File: config.mk
export PLATFORM = sky130hd
export DESIGN_NAME = scalar_kalman_sample_filter_top
export DESIGN_NICKNAME = d
export VERILOG_FILES = /design/src/hw/rtl/skf_pkg.sv /design/src/hw/rtl/skf_ctrl.sv /design/src/hw/rtl/skf_datapath.sv /design/src/hw/rtl/scalar_kalman_sample_filter_top.sv
export SDC_FILE = /design/constraint.sdc
export NUM_CORES = 2
export LEC_CHECK = 0
export ABC_AREA = 1
export BUFFER_PORTS_ARGS = -buffer_cell sky130_fd_sc_hd__buf_2
export CORE_MARGIN = 5
export CORE_UTILIZATION = 60
export CTS_CLUSTER_DIAMETER = 50
export DETAILED_ROUTE_END_ITERATION = 6
export PLACE_DENSITY = 0.85
export SLEW_MARGIN = 20
export SYNTH_ARGS = -nofsm -noshare
export SYNTH_HDL_FRONTEND = slang
export SYNTH_SLANG_ARGS = --single-unit
File: constraint.sdc
create_clock -name clk -period 7.44 [get_ports clk]
set_input_delay 1.86 -clock clk [delete_from_list [all_inputs] [get_ports clk]]
set_output_delay 1.86 -clock clk [all_outputs]
set_load 0.1 [all_outputs]
File: src/hw/rtl/skf_pkg.sv
`timescale 1ns / 1ps

package skf_pkg;

  // Configuration register indexes.
  typedef enum logic [0:0] {
    REG_PROCESS_NOISE = 1'b0,
    REG_MEASURE_NOISE = 1'b1
  } cfg_idx_t;

  localparam int unsigned NOISE_W = 16;
  localparam int unsigned SAMPLE_W = 12;
  localparam int unsigned CHAN_W = 2;

  localparam logic [NOISE_W-1:0] PROCESS_NOISE_RST = 16'd1180;
  localparam logic [NOISE_W-1:0] MEASURE_NOISE_RST = 16'd3552;

  typedef enum logic [2:0] {
    ST_IDLE,
    ST_PREP,
    ST_DIV,
    ST_MUL,
    ST_COMMIT
  } state_t;

  // Commands from the controller to the datapath.
  typedef struct packed {
    logic capture;
    logic prep;
    logic div_step;
    logic mul;
    logic commit;
  } cmd_t;

  // Status from the datapath to the controller.
  typedef struct packed {
    logic in_range;
    logic out_free;
  } status_t;

endpackage

File: src/hw/rtl/skf_ctrl.sv
`timescale 1ns / 1ps

module skf_ctrl #(
  parameter int FRAC_BITS = 16
) (
  input  logic             clk,
  input  logic             rst,
  input  logic             in_valid,
  output logic             in_ready,
  input  skf_pkg::status_t status,
  output skf_pkg::cmd_t    cmd
);

  localparam int CNT_W = $clog2(FRAC_BITS + 1);

  skf_pkg::state_t state;
  skf_pkg::state_t state_next;
  logic [CNT_W-1:0] step;
  logic [CNT_W-1:0] step_next;

  always_ff @(posedge clk) begin
    if (rst) begin
      state <= skf_pkg::ST_IDLE;
      step  <= '0;
    end else begin
      state <= state_next;
      step  <= step_next;
    end
  end

  always_comb begin
    state_next = state;
    step_next  = step;
    cmd        = '0;
    in_ready   = 1'b0;
    unique case (state)
      skf_pkg::ST_IDLE: begin
        // No transfer is taken while reset is held.
        in_ready = !rst;
        if (in_valid && !rst) begin
          cmd.capture = 1'b1;
          state_next  = skf_pkg::ST_PREP;
        end
      end
      skf_pkg::ST_PREP: begin
        // A channel beyond the filter bank goes straight to the result.
        if (status.in_range) begin
          cmd.prep   = 1'b1;
          step_next  = '0;
          state_next = skf_pkg::ST_DIV;
        end else begin
          state_next = skf_pkg::ST_COMMIT;
        end
      end
      skf_pkg::ST_DIV: begin
        cmd.div_step = 1'b1;
        step_next    = step + 1'b1;
        if (step == CNT_W'(FRAC_BITS)) begin
          state_next = skf_pkg::ST_MUL;
        end
      end
      skf_pkg::ST_MUL: begin
        cmd.mul    = 1'b1;
        state_next = skf_pkg::ST_COMMIT;
      end
      skf_pkg::ST_COMMIT: begin
        if (status.out_free) begin
          cmd.commit = 1'b1;
          state_next = skf_pkg::ST_IDLE;
        end
      end
      default: state_next = skf_pkg::ST_IDLE;
    endcase
  end

endmodule

File: src/hw/rtl/skf_datapath.sv
`timescale 1ns / 1ps

module skf_datapath #(
  parameter int CHANNELS  = 4,
  parameter int FRAC_BITS = 16
) (
  input  logic                          clk,
  input  logic                          rst,
  input  logic                          cfg_we,
  input  skf_pkg::cfg_idx_t             cfg_addr,
  input  logic [skf_pkg::NOISE_W-1:0]   cfg_wdata,
  input  logic [skf_pkg::CHAN_W-1:0]    in_channel,
  input  logic [skf_pkg::SAMPLE_W-1:0]  in_sample,
  output logic                          out_valid,
  input  logic                          out_ready,
  output logic [skf_pkg::CHAN_W-1:0]    out_channel,
  output logic [skf_pkg::SAMPLE_W-1:0]  out_filtered,
  input  skf_pkg::cmd_t                 cmd,
  output skf_pkg::status_t              status
);

  localparam int F     = FRAC_BITS;
  localparam int COV_W = 4 + F;
  localparam int EST_W = skf_pkg::SAMPLE_W + F;
  localparam int DEN_W = ((COV_W > skf_pkg::NOISE_W) ? COV_W : skf_pkg::NOISE_W) + 1;
  localparam int G_W   = F + 1;
  localparam int PE_W  = G_W + EST_W + 2;
  localparam int PC_W  = G_W + COV_W;
  localparam int IDX_W = (CHANNELS > 1) ? $clog2(CHANNELS) : 1;
  localparam int CHW_W = IDX_W + skf_pkg::CHAN_W;

  localparam logic [COV_W-1:0] COV_MAX = {COV_W{1'b1}};
  localparam logic [EST_W-1:0] EST_MAX = {EST_W{1'b1}};
  localparam logic [G_W-1:0]   ONE_FX  = {1'b1, {F{1'b0}}};

  logic [skf_pkg::NOISE_W-1:0] process_noise;
  logic [skf_pkg::NOISE_W-1:0] measure_noise;

  logic [EST_W-1:0] est_mem [CHANNELS];
  logic [COV_W-1:0] cov_mem [CHANNELS];

  logic [skf_pkg::CHAN_W-1:0]   chan;
  logic [skf_pkg::SAMPLE_W-1:0] smp;
  logic [COV_W-1:0]             pmid;
  logic [DEN_W-1:0]             den;
  logic                         den_zero;
  logic [DEN_W:0]               rem;
  logic [G_W-1:0]               quo;
  logic [EST_W-1:0]             est_cur;
  logic signed [PE_W-1:0]       prod_e;
  logic [PC_W-1:0]              prod_c;

  logic [CHW_W-1:0]       chan_wide;
  logic [IDX_W-1:0]       idx;
  logic                   in_range;
  logic [DEN_W-1:0]       pmid_sum;
  logic [COV_W-1:0]       pmid_sat;
  logic [DEN_W:0]         rem_sub;
  logic                   quo_bit;
  logic [G_W-1:0]         gain;
  logic signed [EST_W:0]  diff;
  logic signed [PE_W-1:0] upd;
  logic signed [PE_W:0]   est_sum;
  logic [EST_W-1:0]       est_new;
  logic [COV_W-1:0]       cov_new;

  assign chan_wide = CHW_W'(chan);
  assign idx       = chan_wide[IDX_W-1:0];
  assign in_range  = (chan_wide < CHW_W'(CHANNELS));

  assign status.in_range = in_range;
  assign status.out_free = !out_valid || out_ready;

  // Predicted covariance, saturated to the covariance width.
  assign pmid_sum = DEN_W'(cov_mem[idx]) + DEN_W'(process_noise);
  assign pmid_sat = (pmid_sum > DEN_W'(COV_MAX)) ? COV_MAX : pmid_sum[COV_W-1:0];

  // One quotient bit per step of the restoring divider.
  assign quo_bit = (rem >= {1'b0, den});
  assign rem_sub = quo_bit ? (rem - {1'b0, den}) : rem;

  assign gain = den_zero ? ONE_FX : quo;
  assign diff = $signed({1'b0, smp, {F{1'b0}}}) - $signed({1'b0, est_cur});

  assign upd     = prod_e >>> F;
  assign est_sum = $signed({{(PE_W - EST_W){1'b0}}, est_cur}) + (PE_W + 1)'(upd);
  assign cov_new = prod_c[F +: COV_W];

  always_comb begin
    if (est_sum < 0) begin
      est_new = '0;
    end else if (est_sum > $signed({{(PE_W + 1 - EST_W){1'b0}}, EST_MAX})) begin
      est_new = EST_MAX;
    end else begin
      est_new = est_sum[EST_W-1:0];
    end
  end

  always_ff @(posedge clk) begin
    if (rst) begin
      process_noise <= skf_pkg::PROCESS_NOISE_RST;
      measure_noise <= skf_pkg::MEASURE_NOISE_RST;
    end else if (cfg_we) begin
      unique case (cfg_addr)
        skf_pkg::REG_PROCESS_NOISE: process_noise <= cfg_wdata;
        skf_pkg::REG_MEASURE_NOISE: measure_noise <= cfg_wdata;
        default: ;
      endcase
    end
  end

  always_ff @(posedge clk) begin
    if (rst) begin
      for (int i = 0; i < CHANNELS; i++) begin
        est_mem[i] <= '0;
        cov_mem[i] <= '0;
      end
    end else if (cmd.commit && in_range) begin
      est_mem[idx] <= est_new;
      cov_mem[idx] <= cov_new;
    end
  end

  always_ff @(posedge clk) begin
    if (cmd.capture) begin
      chan <= in_channel;
      smp  <= in_sample;
    end
    if (cmd.prep) begin
      pmid     <= pmid_sat;
      den      <= DEN_W'(pmid_sat) + DEN_W'(measure_noise);
      den_zero <= (pmid_sat == '0) && (measure_noise == '0);
      rem      <= (DEN_W + 1)'(pmid_sat);
      quo      <= '0;
      est_cur  <= est_mem[idx];
    end
    if (cmd.div_step) begin
      rem <= {rem_sub[DEN_W-1:0], 1'b0};
      quo <= {quo[G_W-2:0], quo_bit};
    end
    if (cmd.mul) begin
      prod_e <= $signed({1'b0, gain}) * diff;
      prod_c <= (ONE_FX - gain) * pmid;
    end
  end

  always_ff @(posedge clk) begin
    if (rst) begin
      out_valid <= 1'b0;
    end else if (cmd.commit) begin
      out_valid <= 1'b1;
    end else if (out_ready) begin
      out_valid <= 1'b0;
    end
  end

  always_ff @(posedge clk) begin
    if (cmd.commit) begin
      out_channel  <= chan;
      out_filtered <= in_range ? est_new[F +: skf_pkg::SAMPLE_W] : '0;
    end
  end

endmodule

File: src/hw/rtl/scalar_kalman_sample_filter_top.sv
`timescale 1ns / 1ps

// One-dimensional Kalman filter bank for 12-bit converter samples, one filter
// per channel with estimate and covariance cleared at reset. Each sample goes
// through capture, prediction, the restoring gain divider that produces one
// quotient bit per cycle, the gain multiply and the commit; a sample for a
// channel beyond CHANNELS goes straight to the commit and returns zero. A new
// sample is taken once the previous one has been written to the
// output register, so a result may wait downstream while the next is computed.
// Write process_noise and measure_noise only while the filter is idle.
module scalar_kalman_sample_filter_top #(
  parameter int CHANNELS  = 4,
  parameter int FRAC_BITS = 16
) (
  input  logic                    clk,
  input  logic                    rst,
  input  logic                    cfg_we,
  input  logic [0:0]              cfg_addr,
  input  logic [15:0]             cfg_wdata,
  input  logic                    s_axis_tvalid,
  output logic                    s_axis_tready,
  input  logic [15:0]             s_axis_tdata,   // [11:0] sample, [15:12] zero
  input  logic [1:0]              s_axis_tuser,   // [1:0] channel
  output logic                    m_axis_tvalid,
  input  logic                    m_axis_tready,
  output logic [15:0]             m_axis_tdata,   // [11:0] filtered, [15:12] zero
  output logic [1:0]              m_axis_tuser    // [1:0] channel_out
);

  skf_pkg::cmd_t    cmd;
  skf_pkg::status_t status;
  logic [skf_pkg::SAMPLE_W-1:0] filtered;

  skf_ctrl #(
    .FRAC_BITS (FRAC_BITS)
  ) u_ctrl (
    .clk      (clk),
    .rst      (rst),
    .in_valid (s_axis_tvalid),
    .in_ready (s_axis_tready),
    .status   (status),
    .cmd      (cmd)
  );

  skf_datapath #(
    .CHANNELS  (CHANNELS),
    .FRAC_BITS (FRAC_BITS)
  ) u_datapath (
    .clk          (clk),
    .rst          (rst),
    .cfg_we       (cfg_we),
    .cfg_addr     (skf_pkg::cfg_idx_t'(cfg_addr)),
    .cfg_wdata    (cfg_wdata),
    .in_channel   (s_axis_tuser),
    .in_sample    (s_axis_tdata[skf_pkg::SAMPLE_W-1:0]),
    .out_valid    (m_axis_tvalid),
    .out_ready    (m_axis_tready),
    .out_channel  (m_axis_tuser),
    .out_filtered (filtered),
    .cmd          (cmd),
    .status       (status)
  );

  assign m_axis_tdata = {4'b0000, filtered};

endmodule

==> flow_metrics.env <==
export IMPL_skew_ns=0.02906
export IMPL_synth_compound_area_share_pct=5.964
export IMPL_synthAdderAreaFrac_pct=38.02
export IMPL_avgSynthCellArea_sq_um=8.326
export IMPL_die_y_microns=309.3
export IMPL_syn_area_sq_um=53750
export IMPL_grt_pass1_vias=49800
export IMPL_period_needed_ns=7.636
export IMPL_synth_area_mux_share_pct=0
export IMPL_ys_warn_count=0
export IMPL_cts_tree="built"
export IMPL_fp_row_count=109
export IMPL_synthTopCellsByArea="fa_1 (31%), edfxtp_1 (21%), inv_1 (10%), nand2_1 (8.6%), ha_1 (6.8%)"
export IMPL_antenna_left=0
export IMPL_cp_buffers_inverters=9
export IMPL_hold_path_class="reg2reg"
export IMPL_fmax_mhz=131.0
export IMPL_grt_ovfl_total=0
export IMPL_area_growth_pct=21.36
export IMPL_cp_start_kind="flip-flop"
export IMPL_dp_slack_ns=-0.3565
export IMPL_placed_area_sq_um=59650
export IMPL_stdcell_area_sq_um=65230
export IMPL_io_pins=60
export IMPL_rsz0062_at_grt="yes"
export IMPL_fin_tns_setup_ns=-1.356
export IMPL_cp_end_kind="flip-flop"
export IMPL_setup_viol=15
export IMPL_finalCritPeriodShare_pct=102.6
export IMPL_place_hpwl_microns=135000
export IMPL_synth_top_family_by_area="adder cells"
export IMPL_yosysTopAreaCell="fa_1"
export IMPL_routedWlPerCell_microns=21.59
export IMPL_cts_root_buf="clkbuf_16"
export IMPL_async_flop_share_pct=0
export IMPL_tightest_slew_ns=1.093
export IMPL_worst_hold_slack_ns=0.4873
export IMPL_postCtsHoldBufs=0
export IMPL_hold_viol_final=0
export IMPL_clk_latency_ns=0.63
export IMPL_drt_first_iter_violations=5283
export IMPL_path_delay_family="adder cells"
export IMPL_seq_area_frac_synth_pct=22.81
export IMPL_cts_htree_levels=2
export IMPL_antenna_found_initial=8
export IMPL_synth_lib_cells_used_distinct=57
export IMPL_drt_pass1_iter_count=7
export IMPL_setup_slack_ns=-0.1957
export IMPL_route_detailed_drc=1
export IMPL_grt_pass1_wl_microns=265600
export IMPL_layout_drive_gt1_share_pct=21.17
export IMPL_start_util_pct=60.63
export IMPL_clk_pin_slew_worst_paths_ns=0.06
export IMPL_synthCells=6455
export IMPL_grt_max_degree=60
export IMPL_crit_required_ns=7.80
export IMPL_portBuffers=51
export IMPL_synth_edf_count=379
export IMPL_critPathKind="reg2reg"
export IMPL_clock_sinks=423
export IMPL_synthFlopType="edfxtp_1"
export IMPL_slew_headroom_pct=26.68
export IMPL_cts_buffer_depth=3
export IMPL_via_per_inst=5.812
export IMPL_cp_slowest_cell="fa_1"
export IMPL_cp_arrival_ns=8.00
export IMPL_yosys_area_share_simple_pct=19.29
export IMPL_violations="design-rule violations, negative setup slack"
export IMPL_track_usage_pct=36.03
export IMPL_cp_slowest_stage_delay_ns=0.61
export IMPL_vias=48270
export IMPL_critPathMaxFanout=7
export IMPL_die_area_sq_um=95660
export IMPL_cts_made_buffers=52
export IMPL_maxSlewViolCount=0
export IMPL_status="finished, violations left"
export IMPL_yosysTopAreaCellShare_pct=31.18
export IMPL_synth_seq_cells=423
export IMPL_crit_top_cell="fa_1"
export IMPL_nets=8262
export IMPL_gp_congestion=1.016
export IMPL_synth_xor_area_share_pct=2.151
export IMPL_die_w_microns=309.3
export IMPL_drv_cap=0
export IMPL_drt_wl_total_microns=179300
export IMPL_coreArea_sq_um=88650
## cells by family after synthesis
group           after synthesis
simple gates               2532
buf+inv                    1653
fa+ha+maj                  1131
compound gates              586
flops                       423
xor+xnor                    129
other cells                   1
## placed cells by master, fill, tap and decap left out, types with 55 or more instances in the layout
cell type,n
inv_1,1341
nand2_1,1127
fa_1,805
nor2_1,777
buf_4,643
edfxtp_1,379
ha_1,239
o21ai_0,204
nand3_1,187
a21oi_1,157
nand2_2,91
inv_2,87
nor2_2,81
xnor2_1,55
## layout make-up
cell class / instances / area, sq um
clock buffers: 64 / 1368
flip-flops and latches: 423 / 12260
repair buffers: 772 / 6190
multi-input cells: 4383 / 38050
inverters: 1459 / 5528
diodes: 6 / 15.01
well taps: 1165 / 1458
fillers: 6065 / 23420
clock inverters: 33 / 356.6
## metrics by stage
stage / utilization [%] / cells
global placement: 67.28 / 8111
global route: 73.56 / 8300
floorplan: - / 6458
CTS: 70.56 / 8237
detailed placement: 67.29 / 8112
finish: 73.58 / 8305
## synth_stat cells, types with 12 or more instances
cell type,number
nor2_1,876
buf_1,15
nand2_1,1228
nor4_1,23
clkinv_1,19
xor2_1,67
buf_4,12
dfxtp_1,44
nor3_1,36
inv_1,1427
ha_1,294
a31oi_1,22
nand4_1,39
nand2_2,17
clkbuf_1,137
or2_2,29
inv_2,13
nor2_2,28
xnor2_1,60
a21o_1,16
buf_2,25
o21ai_0,250
fa_1,837
nand3_1,215
a21oi_1,199
o22ai_1,45
edfxtp_1,379
## metal layers
metal / vias to the layer above / wire length, microns / global-route usage [%]
li1: 20930 / - / -
met2: 3091 / 84360 / 59.37
met4: 4 / 16740 / 25.58
met5: - / 30 / 0
met1: 23240 / 59980 / 42.77
met3: 1009 / 18220 / 6.970
## flip-flops by register name, summed over array words and instances (netlist names), 16 cells and up, named ones only
register	cells
u_datapath.measure_noise	16
u_datapath.pmid	20
u_datapath.quo	17
u_datapath.prod_e	31
u_datapath.process_noise	16
u_datapath.est_cur	28
u_datapath.est_mem	112
u_datapath.rem	22
u_datapath.den	21
u_datapath.prod_c	20
u_datapath.cov_mem	80
## final timing paths
kind | start | to | slack [ns] | cells past startpoint
setup / recovery | u_datapath.den_zero$_DFFE_PP_ | u_datapath.prod_c[34]$_DFFE_PP_ | -0.20 | 34
hold / removal | u_datapath.process_noise[7]$_SDFFE_PP1P_ | u_datapath.process_noise[7]$_SDFFE_PP1P_ | 0.49 | 2
setup reg to reg | u_datapath.den_zero$_DFFE_PP_ | u_datapath.prod_c[34]$_DFFE_PP_ | -0.20 | 34
hold reg to reg | u_datapath.process_noise[7]$_SDFFE_PP1P_ | u_datapath.process_noise[7]$_SDFFE_PP1P_ | 0.49 | 2
## worst register-to-register path, delay by kind of cell (launching register included)
family / cells / cell delay [ns]
AO/OA/AOI/OAI: 4 / 0.64
buffers and inverters: 9 / 1.04
adder cells (fa/ha/maj): 8 / 3.92
AND/OR/NAND/NOR: 13 / 1.38
flip-flops: 1 / 0.39
## timing repair
item / CTS / global route
setup buffers: 27 / 65
cloned: 1 / 0
resized for setup: 221 / 567
pin swaps: 92 / 279
setup endpoints to repair: 45 / 51
Power is not shown: default switching activity piles up to over one toggle a cycle in this logic, so the estimate is an artifact.
